`config.mk`:
```
export PLATFORM = sky130hd
export DESIGN_NAME = i2c_register_master
export DESIGN_NICKNAME = d
export VERILOG_FILES = /design/src/hdl/i2c_rm_pkg.sv /design/src/hdl/i2c_register_master.sv
export SDC_FILE = /design/constraint.sdc
export NUM_CORES = 1
export LEC_CHECK = 0
export CORE_UTILIZATION = 60
export CTS_BUF_LIST = sky130_fd_sc_hd__clkbuf_16
export DETAILED_ROUTE_END_ITERATION = 7
export DONT_BUFFER_PORTS = 1
export PLACE_DENSITY = 0.76
export SLEW_MARGIN = 20
export SYNTH_ARGS = -nofsm -noshare
export SYNTH_HDL_FRONTEND = slang
export SYNTH_SLANG_ARGS = --single-unit
```
`constraint.sdc`:
```
create_clock -name clock -period 4.6 [get_ports clock]
set_clock_uncertainty 0.1 [all_clocks]
set_input_delay 0.23 -clock clock [delete_from_list [all_inputs] [get_ports clock]]
set_output_delay 0.23 -clock clock [all_outputs]
set_load 0.01 [all_outputs]
```
`src/hdl/i2c_rm_pkg.sv`:
```
package i2c_rm_pkg;

   localparam int BURST_DEPTH = 16;
   localparam int BUF_AW      = $clog2(BURST_DEPTH);

   localparam logic [7:0] READ_BIT = 8'h01;
   localparam logic [7:0] MSB_MASK = 8'h80;

   typedef enum logic [1:0] {
      MODE_TICK  = 2'd0,
      MODE_START = 2'd1,
      MODE_LOAD  = 2'd2
   } mode_type;

   typedef enum logic [4:0] {
      PH_IDLE, PH_START, PH_TX_LOW, PH_TX_HIGH, PH_ACK_LOW, PH_ACK_HIGH,
      PH_RS_LOW, PH_RS_HIGH, PH_RS_FALL, PH_RX_LOW, PH_RX_HIGH,
      PH_MA_LOW, PH_MA_HIGH, PH_SP_LOW, PH_SP_HIGH, PH_SP_RISE
   } phase_type;

   typedef enum logic [1:0] {
      KIND_ADDR_W, KIND_REG, KIND_ADDR_R, KIND_DATA
   } kind_type;

endpackage

```
`src/hdl/i2c_register_master.sv`:
```
// Channel   Direction  Words carried
// req_      in         tick, start transaction or buffer load, with sampled SDA
// rsp_      out        line levels after the word, busy, received byte, ack report
//
// Each accepted request yields one response word; one per cycle while rsp_ready is high.
// The bus sequencer and write buffer update in the cycle of acceptance, and the
// response sits in an output register the next cycle.
// A new request is taken while the response register is empty or being emptied.
// Reset clears the sequencer to idle with both lines released; the buffer is not cleared.
module i2c_register_master
   import i2c_rm_pkg::*;
(
   input  logic       clock,
   input  logic       reset,
   input  logic       req_valid,
   output logic       req_ready,
   input  logic [1:0] req_mode,
   input  logic       req_is_read,
   input  logic [6:0] req_device_address,
   input  logic [7:0] req_register_address,
   input  logic [4:0] req_byte_count,
   input  logic [3:0] req_buffer_index,
   input  logic [7:0] req_data_byte,
   input  logic       req_sda_in,
   output logic       rsp_valid,
   input  logic       rsp_ready,
   output logic       rsp_scl,
   output logic       rsp_sda_out,
   output logic       rsp_busy_res,
   output logic [7:0] rsp_read_data,
   output logic       rsp_read_valid,
   output logic       rsp_read_last,
   output logic       rsp_ack_valid,
   output logic       rsp_nack
);

   phase_type  phase_ff, phase_in;
   kind_type   kind_ff, kind_in;
   logic [3:0] bit_count_ff, bit_count_in;
   logic [7:0] shift_ff, shift_in;
   logic [4:0] byte_index_ff, byte_index_in;
   logic [4:0] burst_length_ff, burst_length_in;
   logic       read_burst_ff, read_burst_in;
   logic [6:0] target_ff, target_in;
   logic [7:0] start_reg_ff, start_reg_in;
   logic       scl_ff, scl_in;
   logic       sda_ff, sda_in_lvl;
   logic [7:0] write_buffer_ff [BURST_DEPTH];

   logic        rsp_valid_ff;
   logic        rsp_scl_ff, rsp_sda_ff, rsp_busy_ff;
   logic [7:0]  rsp_data_ff, rd_data_in;
   logic        rsp_rvalid_ff, rd_valid_in;
   logic        rsp_rlast_ff, rd_last_in;
   logic        rsp_avalid_ff, ack_valid_in;
   logic        rsp_nack_ff, nack_in;

   logic              accept;
   logic [BUF_AW-1:0] buf_addr;
   logic [7:0]        buf_word;
   logic [4:0]        next_index;
   logic              last_byte;
   logic [4:0]        count_sat;

   assign req_ready = !rsp_valid_ff || rsp_ready;
   assign accept    = req_valid && req_ready;

   assign next_index = byte_index_ff + 5'd1;
   assign last_byte  = (next_index >= burst_length_ff);
   assign buf_addr   = (kind_ff == KIND_DATA) ? next_index[BUF_AW-1:0] : '0;
   assign buf_word   = write_buffer_ff[buf_addr];

   always_comb begin
      if (req_byte_count == 5'd0) begin
         count_sat = 5'd1;
      end else if (req_byte_count > 5'(BURST_DEPTH)) begin
         count_sat = 5'(BURST_DEPTH);
      end else begin
         count_sat = req_byte_count;
      end
   end

   always_comb begin
      phase_in        = phase_ff;
      kind_in         = kind_ff;
      bit_count_in    = bit_count_ff;
      shift_in        = shift_ff;
      byte_index_in   = byte_index_ff;
      burst_length_in = burst_length_ff;
      read_burst_in   = read_burst_ff;
      target_in       = target_ff;
      start_reg_in    = start_reg_ff;
      scl_in          = scl_ff;
      sda_in_lvl      = sda_ff;
      rd_data_in      = 8'd0;
      rd_valid_in     = 1'b0;
      rd_last_in      = 1'b0;
      ack_valid_in    = 1'b0;
      nack_in         = 1'b0;

      case (mode_type'(req_mode))
         MODE_START: begin
            if (phase_ff == PH_IDLE) begin
               burst_length_in = count_sat;
               read_burst_in   = req_is_read;
               target_in       = req_device_address;
               start_reg_in    = req_register_address;
               byte_index_in   = 5'd0;
               bit_count_in    = 4'd0;
               shift_in        = 8'd0;
               kind_in         = KIND_ADDR_W;
               phase_in        = PH_START;
            end
         end
         MODE_TICK: begin
            case (phase_ff)
               PH_IDLE: begin
                  scl_in     = 1'b1;
                  sda_in_lvl = 1'b1;
               end
               PH_START: begin
                  scl_in       = 1'b1;
                  sda_in_lvl   = 1'b0;
                  shift_in     = {target_ff, 1'b0};
                  bit_count_in = 4'd0;
                  kind_in      = KIND_ADDR_W;
                  phase_in     = PH_TX_LOW;
               end
               PH_TX_LOW: begin
                  scl_in     = 1'b0;
                  sda_in_lvl = |(shift_ff & MSB_MASK);
                  phase_in   = PH_TX_HIGH;
               end
               PH_TX_HIGH: begin
                  scl_in       = 1'b1;
                  shift_in     = {shift_ff[6:0], 1'b0};
                  bit_count_in = bit_count_ff + 4'd1;
                  phase_in     = (bit_count_in >= 4'd8) ? PH_ACK_LOW : PH_TX_LOW;
               end
               PH_ACK_LOW: begin
                  scl_in     = 1'b0;
                  sda_in_lvl = 1'b1;
                  phase_in   = PH_ACK_HIGH;
               end
               PH_ACK_HIGH: begin
                  scl_in       = 1'b1;
                  ack_valid_in = 1'b1;
                  nack_in      = req_sda_in;
                  case (kind_ff)
                     KIND_ADDR_W: begin
                        shift_in     = start_reg_ff;
                        bit_count_in = 4'd0;
                        kind_in      = KIND_REG;
                        phase_in     = PH_TX_LOW;
                     end
                     KIND_REG: begin
                        if (read_burst_ff) begin
                           phase_in = PH_RS_LOW;
                        end else begin
                           byte_index_in = 5'd0;
                           shift_in      = buf_word;
                           bit_count_in  = 4'd0;
                           kind_in       = KIND_DATA;
                           phase_in      = PH_TX_LOW;
                        end
                     end
                     KIND_ADDR_R: begin
                        byte_index_in = 5'd0;
                        bit_count_in  = 4'd0;
                        shift_in      = 8'd0;
                        phase_in      = PH_RX_LOW;
                     end
                     default: begin
                        byte_index_in = next_index;
                        if (last_byte) begin
                           phase_in = PH_SP_LOW;
                        end else begin
                           shift_in     = buf_word;
                           bit_count_in = 4'd0;
                           kind_in      = KIND_DATA;
                           phase_in     = PH_TX_LOW;
                        end
                     end
                  endcase
               end
               PH_RS_LOW: begin
                  scl_in     = 1'b0;
                  sda_in_lvl = 1'b1;
                  phase_in   = PH_RS_HIGH;
               end
               PH_RS_HIGH: begin
                  scl_in     = 1'b1;
                  sda_in_lvl = 1'b1;
                  phase_in   = PH_RS_FALL;
               end
               PH_RS_FALL: begin
                  scl_in       = 1'b1;
                  sda_in_lvl   = 1'b0;
                  shift_in     = {target_ff, 1'b0} | READ_BIT;
                  bit_count_in = 4'd0;
                  kind_in      = KIND_ADDR_R;
                  phase_in     = PH_TX_LOW;
               end
               PH_RX_LOW: begin
                  scl_in     = 1'b0;
                  sda_in_lvl = 1'b1;
                  phase_in   = PH_RX_HIGH;
               end
               PH_RX_HIGH: begin
                  scl_in       = 1'b1;
                  shift_in     = {shift_ff[6:0], req_sda_in};
                  bit_count_in = bit_count_ff + 4'd1;
                  if (bit_count_in >= 4'd8) begin
                     rd_valid_in = 1'b1;
                     rd_data_in  = shift_in;
                     rd_last_in  = last_byte;
                     phase_in    = PH_MA_LOW;
                  end else begin
                     phase_in = PH_RX_LOW;
                  end
               end
               PH_MA_LOW: begin
                  scl_in     = 1'b0;
                  sda_in_lvl = last_byte;
                  phase_in   = PH_MA_HIGH;
               end
               PH_MA_HIGH: begin
                  scl_in        = 1'b1;
                  byte_index_in = next_index;
                  bit_count_in  = 4'd0;
                  shift_in      = 8'd0;
                  phase_in      = last_byte ? PH_SP_LOW : PH_RX_LOW;
               end
               PH_SP_LOW: begin
                  scl_in     = 1'b0;
                  sda_in_lvl = 1'b0;
                  phase_in   = PH_SP_HIGH;
               end
               PH_SP_HIGH: begin
                  scl_in     = 1'b1;
                  sda_in_lvl = 1'b0;
                  phase_in   = PH_SP_RISE;
               end
               PH_SP_RISE: begin
                  scl_in     = 1'b1;
                  sda_in_lvl = 1'b1;
                  phase_in   = PH_IDLE;
               end
               default: begin
                  scl_in     = 1'b1;
                  sda_in_lvl = 1'b1;
                  phase_in   = PH_IDLE;
               end
            endcase
         end
         default: begin
         end
      endcase
   end

   always_ff @(posedge clock) begin
      if (reset) begin
         phase_ff        <= PH_IDLE;
         kind_ff         <= KIND_ADDR_W;
         bit_count_ff    <= 4'd0;
         shift_ff        <= 8'd0;
         byte_index_ff   <= 5'd0;
         burst_length_ff <= 5'd0;
         read_burst_ff   <= 1'b0;
         target_ff       <= 7'd0;
         start_reg_ff    <= 8'd0;
         scl_ff          <= 1'b1;
         sda_ff          <= 1'b1;
      end else if (accept) begin
         phase_ff        <= phase_in;
         kind_ff         <= kind_in;
         bit_count_ff    <= bit_count_in;
         shift_ff        <= shift_in;
         byte_index_ff   <= byte_index_in;
         burst_length_ff <= burst_length_in;
         read_burst_ff   <= read_burst_in;
         target_ff       <= target_in;
         start_reg_ff    <= start_reg_in;
         scl_ff          <= scl_in;
         sda_ff          <= sda_in_lvl;
      end
   end

   always_ff @(posedge clock) begin
      if (accept && (mode_type'(req_mode) == MODE_LOAD)) begin
         write_buffer_ff[req_buffer_index] <= req_data_byte;
      end
   end

   always_ff @(posedge clock) begin
      if (reset) begin
         rsp_valid_ff <= 1'b0;
      end else if (accept) begin
         rsp_valid_ff <= 1'b1;
      end else if (rsp_ready) begin
         rsp_valid_ff <= 1'b0;
      end
   end

   always_ff @(posedge clock) begin
      if (accept) begin
         rsp_scl_ff    <= scl_in;
         rsp_sda_ff    <= sda_in_lvl;
         rsp_busy_ff   <= (phase_in != PH_IDLE);
         rsp_data_ff   <= rd_data_in;
         rsp_rvalid_ff <= rd_valid_in;
         rsp_rlast_ff  <= rd_last_in;
         rsp_avalid_ff <= ack_valid_in;
         rsp_nack_ff   <= nack_in;
      end
   end

   assign rsp_valid      = rsp_valid_ff;
   assign rsp_scl        = rsp_scl_ff;
   assign rsp_sda_out    = rsp_sda_ff;
   assign rsp_busy_res   = rsp_busy_ff;
   assign rsp_read_data  = rsp_data_ff;
   assign rsp_read_valid = rsp_rvalid_ff;
   assign rsp_read_last  = rsp_rlast_ff;
   assign rsp_ack_valid  = rsp_avalid_ff;
   assign rsp_nack       = rsp_nack_ff;

endmodule

```
-- Word-level counts from Yosys, hierarchy flattened
Memory sizes are Yosys's and may differ from the RTL's.
Cells that the tools add are included.
- register bits after elaboration: 63
- bits of input ports: 40
- output and inout port bits: 17
- bits in read-only memories: 0
- RAM bits: 128
- bits in latches: 0
- word-level logic and storage cells: 127
- memories kept: 1
- memories (memory ; depth ; width ; read ports ; clocked after Yosys merged registers in ; write ports ; line ; text):
    write_buffer_ff ; 16 ; 8 ; 1 ; 0 ; 1 ; i2c_register_master.sv:48 ; logic [7:0] write_buffer_ff [BURST_DEPTH];
- equality and inequality tests: 30
- shift operators: 0
- divide/modulo/power cells: 0
- $add $sub $neg: 2
- bitwise gates (word level): 0
- $lt $le $gt $ge: 3
- reductions and logical operators: 26
- multiply operators: 0
- muxes and demuxes: 45
- operator list (cell ; count):
    $pmux 5 s14 ; 1
    $pmux 8 s6 ; 1
    $eq 5x4->1 const B ; 7
    $pmux 5 s2 ; 3
    $mux 5 ; 5
    $mux 8 ; 3
    $pmux 4 s3 ; 2
    $pmux 8 s3 ; 1
    $eq 5x3->1 const B ; 4
    $mux 4 ; 5
    $reduce_and 6->1 ; 3
    $pmux 4 s2 ; 2
    $pmux 8 s2 ; 1
    $pmux 5 s3 ; 1
    $pmux 2 s3 ; 2
    $eq 5x2->1 const B ; 2
    $logic_not 5->1 ; 2
    $ne 5x5->1 const B ; 2
    $mux 1 ; 9
    $mux 3 ; 3
    $mux 2 ; 4
    $reduce_or 4->1 ; 2
    $ne 7x2->1 const B ; 1
    $reduce_and 7->1 ; 1
    other kinds (28) ; 39

-- Depth between registers and ports, before layout
Gate-level depths: netlist of the first run.
- word-level depth: 7
- depth in mapped cells: 11

-- Worst setup path after synthesis of the first run
Ideal clock, no wire load.
- path kind: reg-to-reg
- start point: reg byte_index_ff[0]
- end point: reg kind_ff[0]
- path slack: 1.697 ns
- arrival: 2.676 ns
- period minus slack after synthesis: 2.903 ns
- cell stages (with the launch flop): 12
- cell sequence: dfxtp_1 -> ha_1 -> xnor2_2 -> inv_2 -> clkbuf_1 -> ha_1 -> nand2_1 -> o21ai_1 -> a31oi_2 -> or4_1 -> a32oi_1 -> nor2_1
- longest elaborated chain between the ends: 4
- ends and longest elaborated chain (element ; line ; text):
    start: declaration ; i2c_register_master.sv:41 ; logic [4:0] byte_index_ff, byte_index_in;
    start signal: assignment ; i2c_register_master.sv:279 ; byte_index_ff <= byte_index_in;
    $add 5x1->5 ; i2c_register_master.sv:68 ; assign next_index = byte_index_ff + 5'd1;
    $ge 5x5->1 ; i2c_register_master.sv:69 ; assign last_byte = (next_index >= burst_length_ff);
    $ne 5x5->1 (no line) ; -- ;
    $reduce_and 7->1 (no line) ; -- ;
    end signal: assignment ; i2c_register_master.sv:276 ; kind_ff <= kind_in;
    end: declaration ; i2c_register_master.sv:38 ; kind_type kind_ff, kind_in;
No other way between the ends.
A chain may end at the register's enable or synchronous reset.

-- Worst setup path in the final report of the first run
- start point: reg byte_index_ff[0]
- end point: reg rsp_sda_ff (netlist: rsp_sda_out) (data pin)
- longest elaborated chain between the ends: 4
- ends and longest elaborated chain (element ; line ; text):
    $add 5x1->5 ; i2c_register_master.sv:68 ;
    $ge 5x5->1 ; i2c_register_master.sv:69 ;
    $pmux 1 s4 ; i2c_register_master.sv:116 ; case (phase_ff)
    $mux 1 ; i2c_register_master.sv:101 ; case (mode_type'(req_mode))
    net sda_in_lvl ; i2c_register_master.sv:47 ; logic sda_ff, sda_in_lvl;
    end signal: assignment ; i2c_register_master.sv:308 ; rsp_sda_ff <= sda_in_lvl;
    end: declaration ; i2c_register_master.sv:51 ; logic rsp_scl_ff, rsp_sda_ff, rsp_busy_ff;
The timed path passes the listed nets, and every way through them passes these cells.

==> results of run 1 <==
layout make-up:
type | count | area, sq um | share of cell area, %
sequential | 191 | 5260 | 54.1
clock buffer | 17 | 425 | 4.38
timing repair buffer | 42 | 415 | 4.28
multi-input combinational | 470 | 3070 | 31.6
inverter | 33 | 124 | 1.28
clock inverter | 15 | 195 | 2.01
tap | 180 | 225 | 2.32
stage by stage:
step	setup WS [ps]	area (sq um)	util, %	instances
6_report	1130	9710	69.7	948
5_1_grt	862	9710	69.7	948
4_1_cts	1200	9680	69.5	946
3_5_place_dp	1210	8710	62.5	880
3_3_place_gp	1340	8710	62.5	880
2_1_floorplan	1700	8620	-	734
worst paths after layout:
path                           from                 end  slack [ps]  depth (start not counted)
setup / recovery   byte_index_ff[0]         rsp_sda_out        1130                         10
setup reg to reg   byte_index_ff[0]         rsp_sda_out        1130                         10
hold reg to reg     start_reg_ff[4]     start_reg_ff[4]         360                          2
hold / removal    req_byte_count[0]  burst_length_ff[0]           5                          4
cells in the final DEF, fill, tap and decap left out, types with 8 or more instances in the layout:
cell,instances
and2_1,8
o21ai_0,22
a221oi_1,25
nand3_1,9
nor2_1,58
nor3_1,15
o32ai_1,8
a211oi_1,15
edfxtp_1,143
dlygate4sd3_1,35
mux2i_1,9
ha_1,12
mux4_2,9
dfxtp_1,48
nand2b_1,10
clkbuf_16,17
o221ai_1,9
nand2_1,68
nand3b_1,10
inv_1,32
a21oi_1,73
cell usage after synthesis (all sizes together) (2+ instances only):
master    n  area share, %
a211oi   16            1.5
a221oi   25            2.5
a21o      7           0.61
or3       7           0.51
nor2b     4           0.29
dfxtp    48             11
or3b      3           0.30
o32ai     8           0.81
a21oi    73            4.2
and3      2           0.15
o21ai    29            1.7
nor2     59            2.6
or2       3           0.22
a22oi     7           0.61
nand2b   10           0.73
xor2      3           0.30
xnor2     3           0.39
edfxtp  143             50
nor3     19            1.3
mux4      9            2.4
o41ai     2           0.20
o211ai    3           0.42
inv      33            1.4
nand3    10           0.64
o22ai     7           0.51
ha       12            1.7
nand4     2           0.15
o221ai    9           0.91
buf      12           0.84
a31oi     3           0.29
nor4      7           0.65
and2      8           0.58
nand3b   10           0.87
mux2i     9            1.0
a41o      3           0.35
mux2      2           0.30
clkbuf   28            1.2
and3b     2           0.25
o21a      5           0.45
o31ai     6           0.52
nand2    68            3.0
per-layer routing:
metal	vias to the layer above	track usage (%)
li1	2835	-
met1	3015	34.3
met2	286	49.5
met3	56	6.13
met4	0	15.0
met5	-	0
registers in the layout (all words and copies together), names as in the netlist, 2 cells and up:
register and cells:
write_buffer_ff 128, rsp_read_data 8, shift_ff 8, start_reg_ff 8, target_ff 7, burst_length_ff 5
byte_index_ff 5, phase_ff 5, bit_count_ff 4, kind_ff 2
worst min-delay path, stage by stage:
cell,delay (ps)
nor2_1,30
nor3_1,120
a21oi_1,60
nor2_1,70
repair_timing:
action                                  in CTS  in global routing
endpoints found under the setup margin       0                  0
hold buffers                                34                  2
hold endpoints to repair                   179                  8
gates resized for setup                      0                  0
cells by family after synthesis:
kind of cell    synth area share (%)
fa+ha+maj                       1.74
mux                             3.70
xor+xnor                       0.697
simple gates                    12.7
buf+inv                         3.50
flops                           61.0
compound gates                  16.6
power by group:
part	internal [W]	leakage, nW	switching [W]
registers	0.00187	1.69	0.0000200
logic	0.0000532	1.16	0.0000957
clock network	0.000875	0.308	0.000677
==> flow_metrics.py, run 1 <==
metrics = {
    "status": {
        "outcome": "finished, final reports clean",
    },
    "critical_path": {
        "slowest_delay_ps": 580,
        "critical_path_class": "reg2reg",
        "path_buf_inv": 1,
        "critPathLaunchType": "flip-flop",
        "cp_max_fo": 21,
        "crit_top_cell": "ha_1",
        "cp_cell_sequence": "ha_1 -> xnor2_2 -> inv_2 -> ha_1 -> a21oi_1 -> o21ai_1 -> a31oi_2 -> nor3_1 -> o31ai_1 -> nand2_1",
        "end_kind": "flip-flop",
        "cp_slowest_cell": "a31oi_2",
        "cpLargestDelayFamily": "compound AO/OA/AOI/OAI gates",
        "cp.required_ps": 4670,
        "cp.arrival_ps": 3550,
    },
    "die": {
        "pin_count": 57,
        "row_count": 43,
        "die_w_um": 122,
        "core-area_sq_um": 13900,
        "die_area_sq_um": 14800,
        "die_h_um": 122,
        "initial_core_util_pct": 61.9,
    },
    "global_route": {
        "grt_overflow": 0,
        "grt_pass1_vias": 6037,
        "grt_pass1_wl_um": 31500,
        "grt.total_usage_pct": 28.9,
        "grt_max_degree": 50,
        "antenna_found_initial": 0,
    },
    "sta": {
        "drv_slew": 0,
        "setup_viol": 0,
        "final.setup.tns_ps": 0,
        "rsz0062_at_grt": "no",
        "max_slew.worst_pin.slew_ps": 855,
        "min_period_over_period_pct": 75.5,
        "fmax_mhz": 288,
        "period_minus_slack_ps": 3470,
        "hold_viol": 0,
        "whs_ps": 5.44,
        "slew_headroom_pct": 42.9,
    },
    "clock_network": {
        "root_buffer": "clkbuf_16",
        "h-tree-depth": 4,
        "cts_made_buffers": 17,
        "cts_setup_buffers": 0,
        "tritoncts": "yes",
        "clockBufferDepth": 2,
        "cts.sinks": 191,
        "clkTransAtPathRegs_ps": 70,
        "clk_latency_ps": 440,
    },
    "logic_synthesis": {
        "async_reset_ff_share_pct": 0,
        "ys_dominant_reg_cell": "edfxtp_1",
        "syn_avg_cell_area_sq_um": 11.7,
        "synth_area_sq_um": 8620,
        "synth_fp_nets": 786,
        "synth.distinct_cells": 74,
        "synth_edf_count": 143,
        "synth-seq-cells": 191,
        "synth_cells": 734,
        "yosys_warnings": 0,
        "ys_seq_area_share_pct": 61.0,
    },
    "routing": {
        "first_iter_violations": 862,
        "route.final.wire_length_um": 20500,
        "route.met2.wl_um": 10400,
        "met1Wirelength_um": 8050,
        "wl_met3_um": 1230,
        "vias": 6192,
        "dr.pass1.iters": 5,
        "ant_nets": 0,
        "drcViolationCount": 0,
        "routed.top_layer": "met4",
        "vias_per_cell": 6.53,
        "wl_per_cell_um": 21.7,
    },
    "job": {
        "cap_violations": 0,
    },
    "power": {
        "p_per_area_nw_per_um2": 370,
        "total_power_w": 0.00359,
        "vdd_drop_max_mv": 0.479,
        "p_leak_nw": 3.16,
    },
    "finish": {
        "n_fill_cell": 946,
        "num_antenna_cells": 0,
        "drive_above_1_share_pct": 8.85,
        "syn_to_final_growth_pct": 12.6,
        "nets": 807,
    },
    "place": {
        "dp_hpwl_um": 13300,
        "numPortBuffers": 0,
        "gp_congestion": 0.952,
    },
    "min_path": {
        "min_path_type": "in2reg",
    },
}
No activity file was read; power rests on OpenSTA's default activity.
==> run 2, diff against run 1 <==
- clock period: 4.6 -> 3.4 ns (I/O delays scaled with it)
==> run 2 against run 1 <==
Design area grew 1.2%. Fmax grew 14%. Worst setup slack lost 780 ps. Largest cell class unchanged. Cell count grew 1.9%. Power grew 32%.
==> flow_metrics.py, run 2 (synthesized netlist as in run 1, its figures left out) <==
metrics = {
    "routing": {
        "drcViolationCount": 0,
        "vias_per_cell": 6.51,
        "route.final.wire_length_um": 20300,
        "wl_per_cell_um": 21.1,
        "dr.pass1.iters": 6,
        "ant_nets": 0,
        "first_iter_violations": 778,
        "vias": 6291,
    },
    "power": {
        "swShare_pct": 22.9,
        "p_comb_share_pct": 4.7,
        "vdd_drop_max_mv": 0.429,
        "switchingPower_w": 0.00108,
        "p_int_w": 0.00364,
        "total_power_w": 0.00472,
        "p_seq_share_pct": 54.0,
        "p_per_area_nw_per_um2": 481,
        "p_leak_nw": 3.22,
        "pwr-share-clk_pct": 41.3,
    },
    "global_route": {
        "grt_pass1_wl_um": 32300,
        "grt_busiest_layer": "met2",
        "grt_use_met1_pct": 36.6,
        "grt_pass1_vias": 6104,
        "grt.total_usage_pct": 29.0,
        "antenna_found_initial": 0,
        "grt_max_degree": 51,
        "grtUsageMet3_pct": 6.37,
        "grtUsageMet2_pct": 46.9,
        "grt_overflow": 0,
    },
    "clock_network": {
        "cts_made_buffers": 17,
        "tritoncts": "yes",
        "clkTransAtPathRegs_ps": 70,
        "root_buffer": "clkbuf_16",
        "cts.sinks": 191,
        "clk_latency_ps": 440,
        "h-tree-depth": 4,
        "clockBufferDepth": 2,
        "cts_setup_buffers": 0,
    },
    "critical_path": {
        "cp.arrival_ps": 3280,
        "cp.required_ps": 3630,
        "cp_slowest_cell": "dlygate4sd3_1",
        "slowest_delay_ps": 550,
        "critical_path_class": "reg2reg",
        "critPathLaunchType": "flip-flop",
        "cp_max_fo": 4,
        "end_kind": "flip-flop",
        "r2r_cells": 11,
        "r2r-end": "phase_ff[3]",
        "cp_cell_sequence": "ha_1 -> nand3_1 -> xnor2_1 -> ha_1 -> a21oi_1 -> a21oi_1 -> a41o_1 -> o21bai_1 -> a2bb2oi_1 -> nor2_1 -> dlygate4sd3_1",
        "worst_r2r_startpoint": "byte_index_ff[1]",
        "r2r_setup_slack_ps": 340,
    },
    "die": {
        "pin_count": 57,
        "core-area_sq_um": 13900,
        "row_count": 43,
        "die_h_um": 122,
        "initial_core_util_pct": 61.9,
        "die_area_sq_um": 14800,
        "die_w_um": 122,
    },
    "sta": {
        "final.setup.tns_ps": 0,
        "drv_slew": 0,
        "whs_ps": 50.5,
        "hold_viol": 0,
        "min_period_over_period_pct": 89.9,
        "finalWorstSetupSlack_ps": 344,
        "rsz0062_at_grt": "no",
        "max_slew.worst_pin.slew_ps": 805,
        "slew_headroom_pct": 46.1,
        "fmax_mhz": 327,
        "period_minus_slack_ps": 3060,
        "setup_viol": 0,
    },
    "place": {
        "gp_congestion": 0.952,
        "place_area_sq_um": 8790,
        "dp_slack_ps": 571,
        "dp_hpwl_um": 13100,
        "numPortBuffers": 0,
    },
    "status": {
        "outcome": "finished, final reports clean",
    },
    "finish": {
        "final_cell_mix": "edfxtp_1 (143), a21oi_1 (73), nand2_1 (68)",
        "fin_area_sq_um": 9820,
        "layout_commonest_cell": "edfxtp_1",
        "largest_reg_flops": 128,
        "drive_above_1_share_pct": 9.54,
        "num_antenna_cells": 0,
        "syn_to_final_growth_pct": 13.9,
        "largest_register": "write_buffer_ff",
        "nets": 825,
        "n_fill_cell": 944,
    },
    "min_path": {
        "min_to": "kind_ff[1]",
        "min-delay-start": "req_mode[0]",
        "min_path_cells": 4,
        "min_path_type": "in2reg",
    },
    "job": {
        "cap_violations": 0,
    },
}
## run 2: routing by layer
layer | routed length (um) | share of wire [%]
met5 | 0 | 0
met3 | 1440 | 7.1
met1 | 8160 | 40
met4 | 857 | 4.2
met2 | 9890 | 49
## run 2: layout make-up
class / count / area [sq um] / share of cell area [%]
multi-input cells: 470 / 3060 / 31.2
well taps: 180 / 225 / 2.29
clock inverters: 15 / 158 / 1.61
inverters: 33 / 124 / 1.26
clock buffers: 17 / 425 / 4.33
repair buffers: 60 / 571 / 5.81
flip-flops and latches: 191 / 5260 / 53.5
## run 2: metrics by stage
stage                     instances  utilization [%]
after floorplan                 734                -
after global placement          890             63.1
after detailed placement        890             63.1
after CTS                       966             70.5
after global routing            966             70.5
final                           966             70.5
## run 2: power groups by stage
| stage | logic, W | clock network [W] | registers [W] |
|---|---|---|---|
| floorplan | 0.000117 | 0 | 0.00259 |
| global placement | 0.000134 | 0 | 0.00260 |
| detailed placement | 0.000138 | 0 | 0.00260 |
| CTS | 0.000214 | 0.00196 | 0.00255 |
| global route | 0.000238 | 0.00206 | 0.00255 |
| finish | 0.000220 | 0.00195 | 0.00255 |
## run 2: what timing repair did
action	4_1_cts	5_1_grt
resized for setup	0	0
hold endpoints to repair	208	0
hold buffers	44	0
## run 2: worst max-delay path by stage
stage,slack (ps),startpoint,cells after the start,to
after floorplan,500,byte_index_ff[0],11,kind_ff[0]
after global placement,700,byte_index_ff[0],10,rsp_busy_res
after detailed placement,570,byte_index_ff[1],10,rsp_busy_res
after CTS,380,byte_index_ff[1],11,phase_ff[3]
after global routing,160,byte_index_ff[1],11,phase_ff[3]
final,340,byte_index_ff[1],11,phase_ff[3]
## run 2: critical path: cells and delay by family (launching register included)
family                     cells  cell delay [ps]
AOI/OAI and AO/OA              5              990
adders and majority gates      2              570
buffers and inverters          1              550
DFF                            1              360
xor gates and xnor gates       1              210
and+or+nand+nor                2              170
==> run 3, diff against run 2 <==
- ABC_AREA: default -> 1
- CTS_BUF_LIST: sky130_fd_sc_hd__clkbuf_16 -> sky130_fd_sc_hd__clkbuf_4
- HOLD_SLACK_MARGIN: default -> 0.1
==> run 3 against run 2 <==
Hold slack improved by 150 ps. Critical path type unchanged. Critical path depth rose by 3. Highest routed layer unchanged. Clock-buffer cell count is 1 higher. Critical endpoint is now shift_ff[1]. Clock power shrank 41%. Utilization fell by 1.9 points.
==> flow_metrics.py, run 3 <==
metrics = {
    "status": {
        "outcome": "finished, final reports clean",
    },
    "logic_synthesis": {
        "synth_cells": 944,
        "synth_edf_count": 143,
        "synth_area_leaders": "edfxtp_1 (49%), dfxtp_1 (11%), nand3_1 (10%)",
        "ys_dominant_reg_cell": "edfxtp_1",
        "synth.distinct_cells": 33,
        "yosysTopAreaCell": "edfxtp_1",
        "synth.most_common_cell": "nand2_1",
        "synthTopCellsByCount": "nand2_1 (213), nand3_1 (178), edfxtp_1 (143), nor2_1 (100), inv_1 (58)",
        "ys_seq_area_share_pct": 60.3,
        "synth-seq-cells": 191,
        "syn_avg_cell_area_sq_um": 9.24,
        "async_reset_ff_share_pct": 0,
        "synth_area_sq_um": 8720,
        "synth_fp_nets": 996,
        "yosys_warnings": 0,
        "netlist.area_leader.share_pct": 49.2,
    },
    "critical_path": {
        "cp_cell_sequence": "ha_2 -> nand2_2 -> buf_4 -> nand2_1 -> nand3_1 -> nand3_1 -> nand3_1 -> nand2_1 -> nand2_1 -> nand3_1 -> nand2_1 -> nand2_1 -> a21oi_1 -> dlygate4sd3_1",
        "critical_path_class": "reg2reg",
        "worstSetupStartpoint": "kind_ff[0]",
        "cp_max_fo": 22,
        "crit_top_cell": "nand2_1",
        "cp_slowest_cell": "dlygate4sd3_1",
        "r2r-end": "shift_ff[1]",
        "critPathLaunchType": "flip-flop",
        "r2r_cells": 14,
        "cp.arrival_ps": 3490,
        "r2r_setup_slack_ps": 290,
        "cp.required_ps": 3780,
        "worst_r2r_startpoint": "kind_ff[0]",
        "slowest_delay_ps": 580,
        "end_kind": "flip-flop",
    },
    "finish": {
        "syn_to_final_growth_pct": 10.4,
        "largest_reg_flops": 128,
        "drive_above_1_share_pct": 7.93,
        "layout.cells.non_filler": 1181,
        "final_cell_mix": "nand2_1 (212), nand3_1 (178), edfxtp_1 (143)",
        "layout_commonest_cell": "nand2_1",
        "nets": 1037,
        "largest_register": "write_buffer_ff",
    },
    "routing": {
        "wl_per_cell_um": 17.1,
        "drcViolationCount": 0,
        "vias_per_cell": 5.79,
        "ant_nets": 0,
        "first_iter_violations": 754,
        "dr.pass1.iters": 8,
        "vias": 6843,
        "route.final.wire_length_um": 20200,
    },
    "min_path": {
        "min_path_cells": 3,
        "min_path_type": "in2reg",
        "min-delay-start": "req_device_address[6]",
        "min_to": "target_ff[6]",
    },
    "sta": {
        "drv_slew": 0,
        "hold_viol": 0,
        "slew_headroom_pct": 49.6,
        "fmax_mhz": 321,
        "min_period_over_period_pct": 91.6,
        "finalWorstSetupSlack_ps": 287,
        "rsz0062_at_grt": "no",
        "whs_ps": 202,
        "max_slew.worst_pin.slew_ps": 754,
        "final.setup.tns_ps": 0,
        "period_minus_slack_ps": 3110,
        "setup_viol": 0,
    },
    "clock_network": {
        "clockBufferDepth": 2,
        "root_buffer": "clkbuf_4",
        "cts_made_buffers": 17,
        "tritoncts": "yes",
        "cts.sinks": 191,
        "clk_latency_ps": 580,
        "clkTransAtPathRegs_ps": 150,
        "h-tree-depth": 4,
    },
    "power": {
        "p_comb_share_pct": 6.6,
        "swShare_pct": 24.6,
        "pwr-share-clk_pct": 29.2,
        "p_int_w": 0.00301,
        "p_per_area_nw_per_um2": 414,
        "p_seq_share_pct": 64.3,
        "total_power_w": 0.00399,
        "switchingPower_w": 0.000983,
        "p_leak_nw": 3.66,
        "vdd_drop_max_mv": 0.484,
    },
    "die": {
        "pin_count": 57,
        "die_w_um": 123,
        "initial_core_util_pct": 62.1,
        "row_count": 43,
        "die_h_um": 123,
        "core-area_sq_um": 14000,
        "die_area_sq_um": 15000,
    },
    "global_route": {
        "antenna_found_initial": 1,
        "grt_overflow": 0,
        "grt.total_usage_pct": 28.5,
        "grt_max_degree": 66,
        "grt_pass1_vias": 6384,
        "grt_pass1_wl_um": 31900,
    },
    "place": {
        "dp_hpwl_um": 13100,
        "dp_cells": 1097,
        "dp_slack_ps": 686,
        "gp_congestion": 0.858,
        "numPortBuffers": 0,
    },
    "job": {
        "cap_violations": 0,
    },
}
[run 3: how the worst max path moves through the flow]
stage,endpoint,slack (ps)
floorplan,rsp_busy_res,1010
global placement,write_buffer_ff[7][5],770
detailed placement,rsp_busy_res,690
CTS,shift_ff[1],90
global route,shift_ff[1],60
finish,shift_ff[1],290
[run 3: repair_timing]
action,CTS,global route
resized for setup,0,3
hold buffers,47,1
setup buffers,0,1
setup endpoints to repair,0,1
endpoints found under the hold margin,311,25
[run 3: metal layers]
layer  GRT usage [%]  part of all wire [%]
met5               0                     0
met4            11.1                   2.8
met3            5.95                   5.8
met2            48.3                    49
met1            35.8                    42
[run 3: area by class of cell]
type / instances / area, sq um
flip-flops and latches: 191 / 5260
fillers: 1098 / 4410
multi-input cells: 638 / 3010
repair buffers: 62 / 587
inverters: 75 / 282
well taps: 180 / 225
clock buffers: 18 / 135
clock inverters: 12 / 125
diodes: 5 / 12.5
[run 3: power groups by stage]
stage / combinational (W) / clock, W / sequential (W)
after global routing: 0.000292 / 0.00127 / 0.00257
after floorplan: 0.000147 / 0 / 0.00261
after detailed placement: 0.000182 / 0 / 0.00262
after CTS: 0.000258 / 0.00118 / 0.00256
after global placement: 0.000178 / 0 / 0.00261
final: 0.000262 / 0.00116 / 0.00256
[run 3: worst max-delay path, delay by kind of cell (launching register included)]
kind / cells / cell delay [ps]
buffers and inverters: 2 / 900
and+or+nand+nor: 10 / 1100
AOI/OAI and AO/OA: 1 / 50
DFF: 1 / 440
adders and majority gates: 1 / 400
[run 3: logic make-up (layout without fill, tap and decap cells)]
| group | after synthesis | after routing | synth area share [%] |
|---|---|---|---|
| AND/OR/NAND/NOR | 524 | 524 | 26.5 |
| flip-flops | 191 | 191 | 60.3 |
| other | 0 | 5 | 0 |
| AO/OA/AOI/OAI | 100 | 100 | 6.01 |
| adder cells (fa/ha/maj) | 12 | 12 | 1.72 |
| XOR/XNOR | 2 | 2 | 0.201 |
| buffers and inverters | 115 | 167 | 5.29 |
[run 3: metrics by stage]
stage / cell area [sq um] / utilization [%]
final: 9630 / 68.6
after global routing: 9630 / 68.6
after CTS: 9600 / 68.4
after detailed placement: 8870 / 63.2
after global placement: 8870 / 63.2
after floorplan: 8720 / -
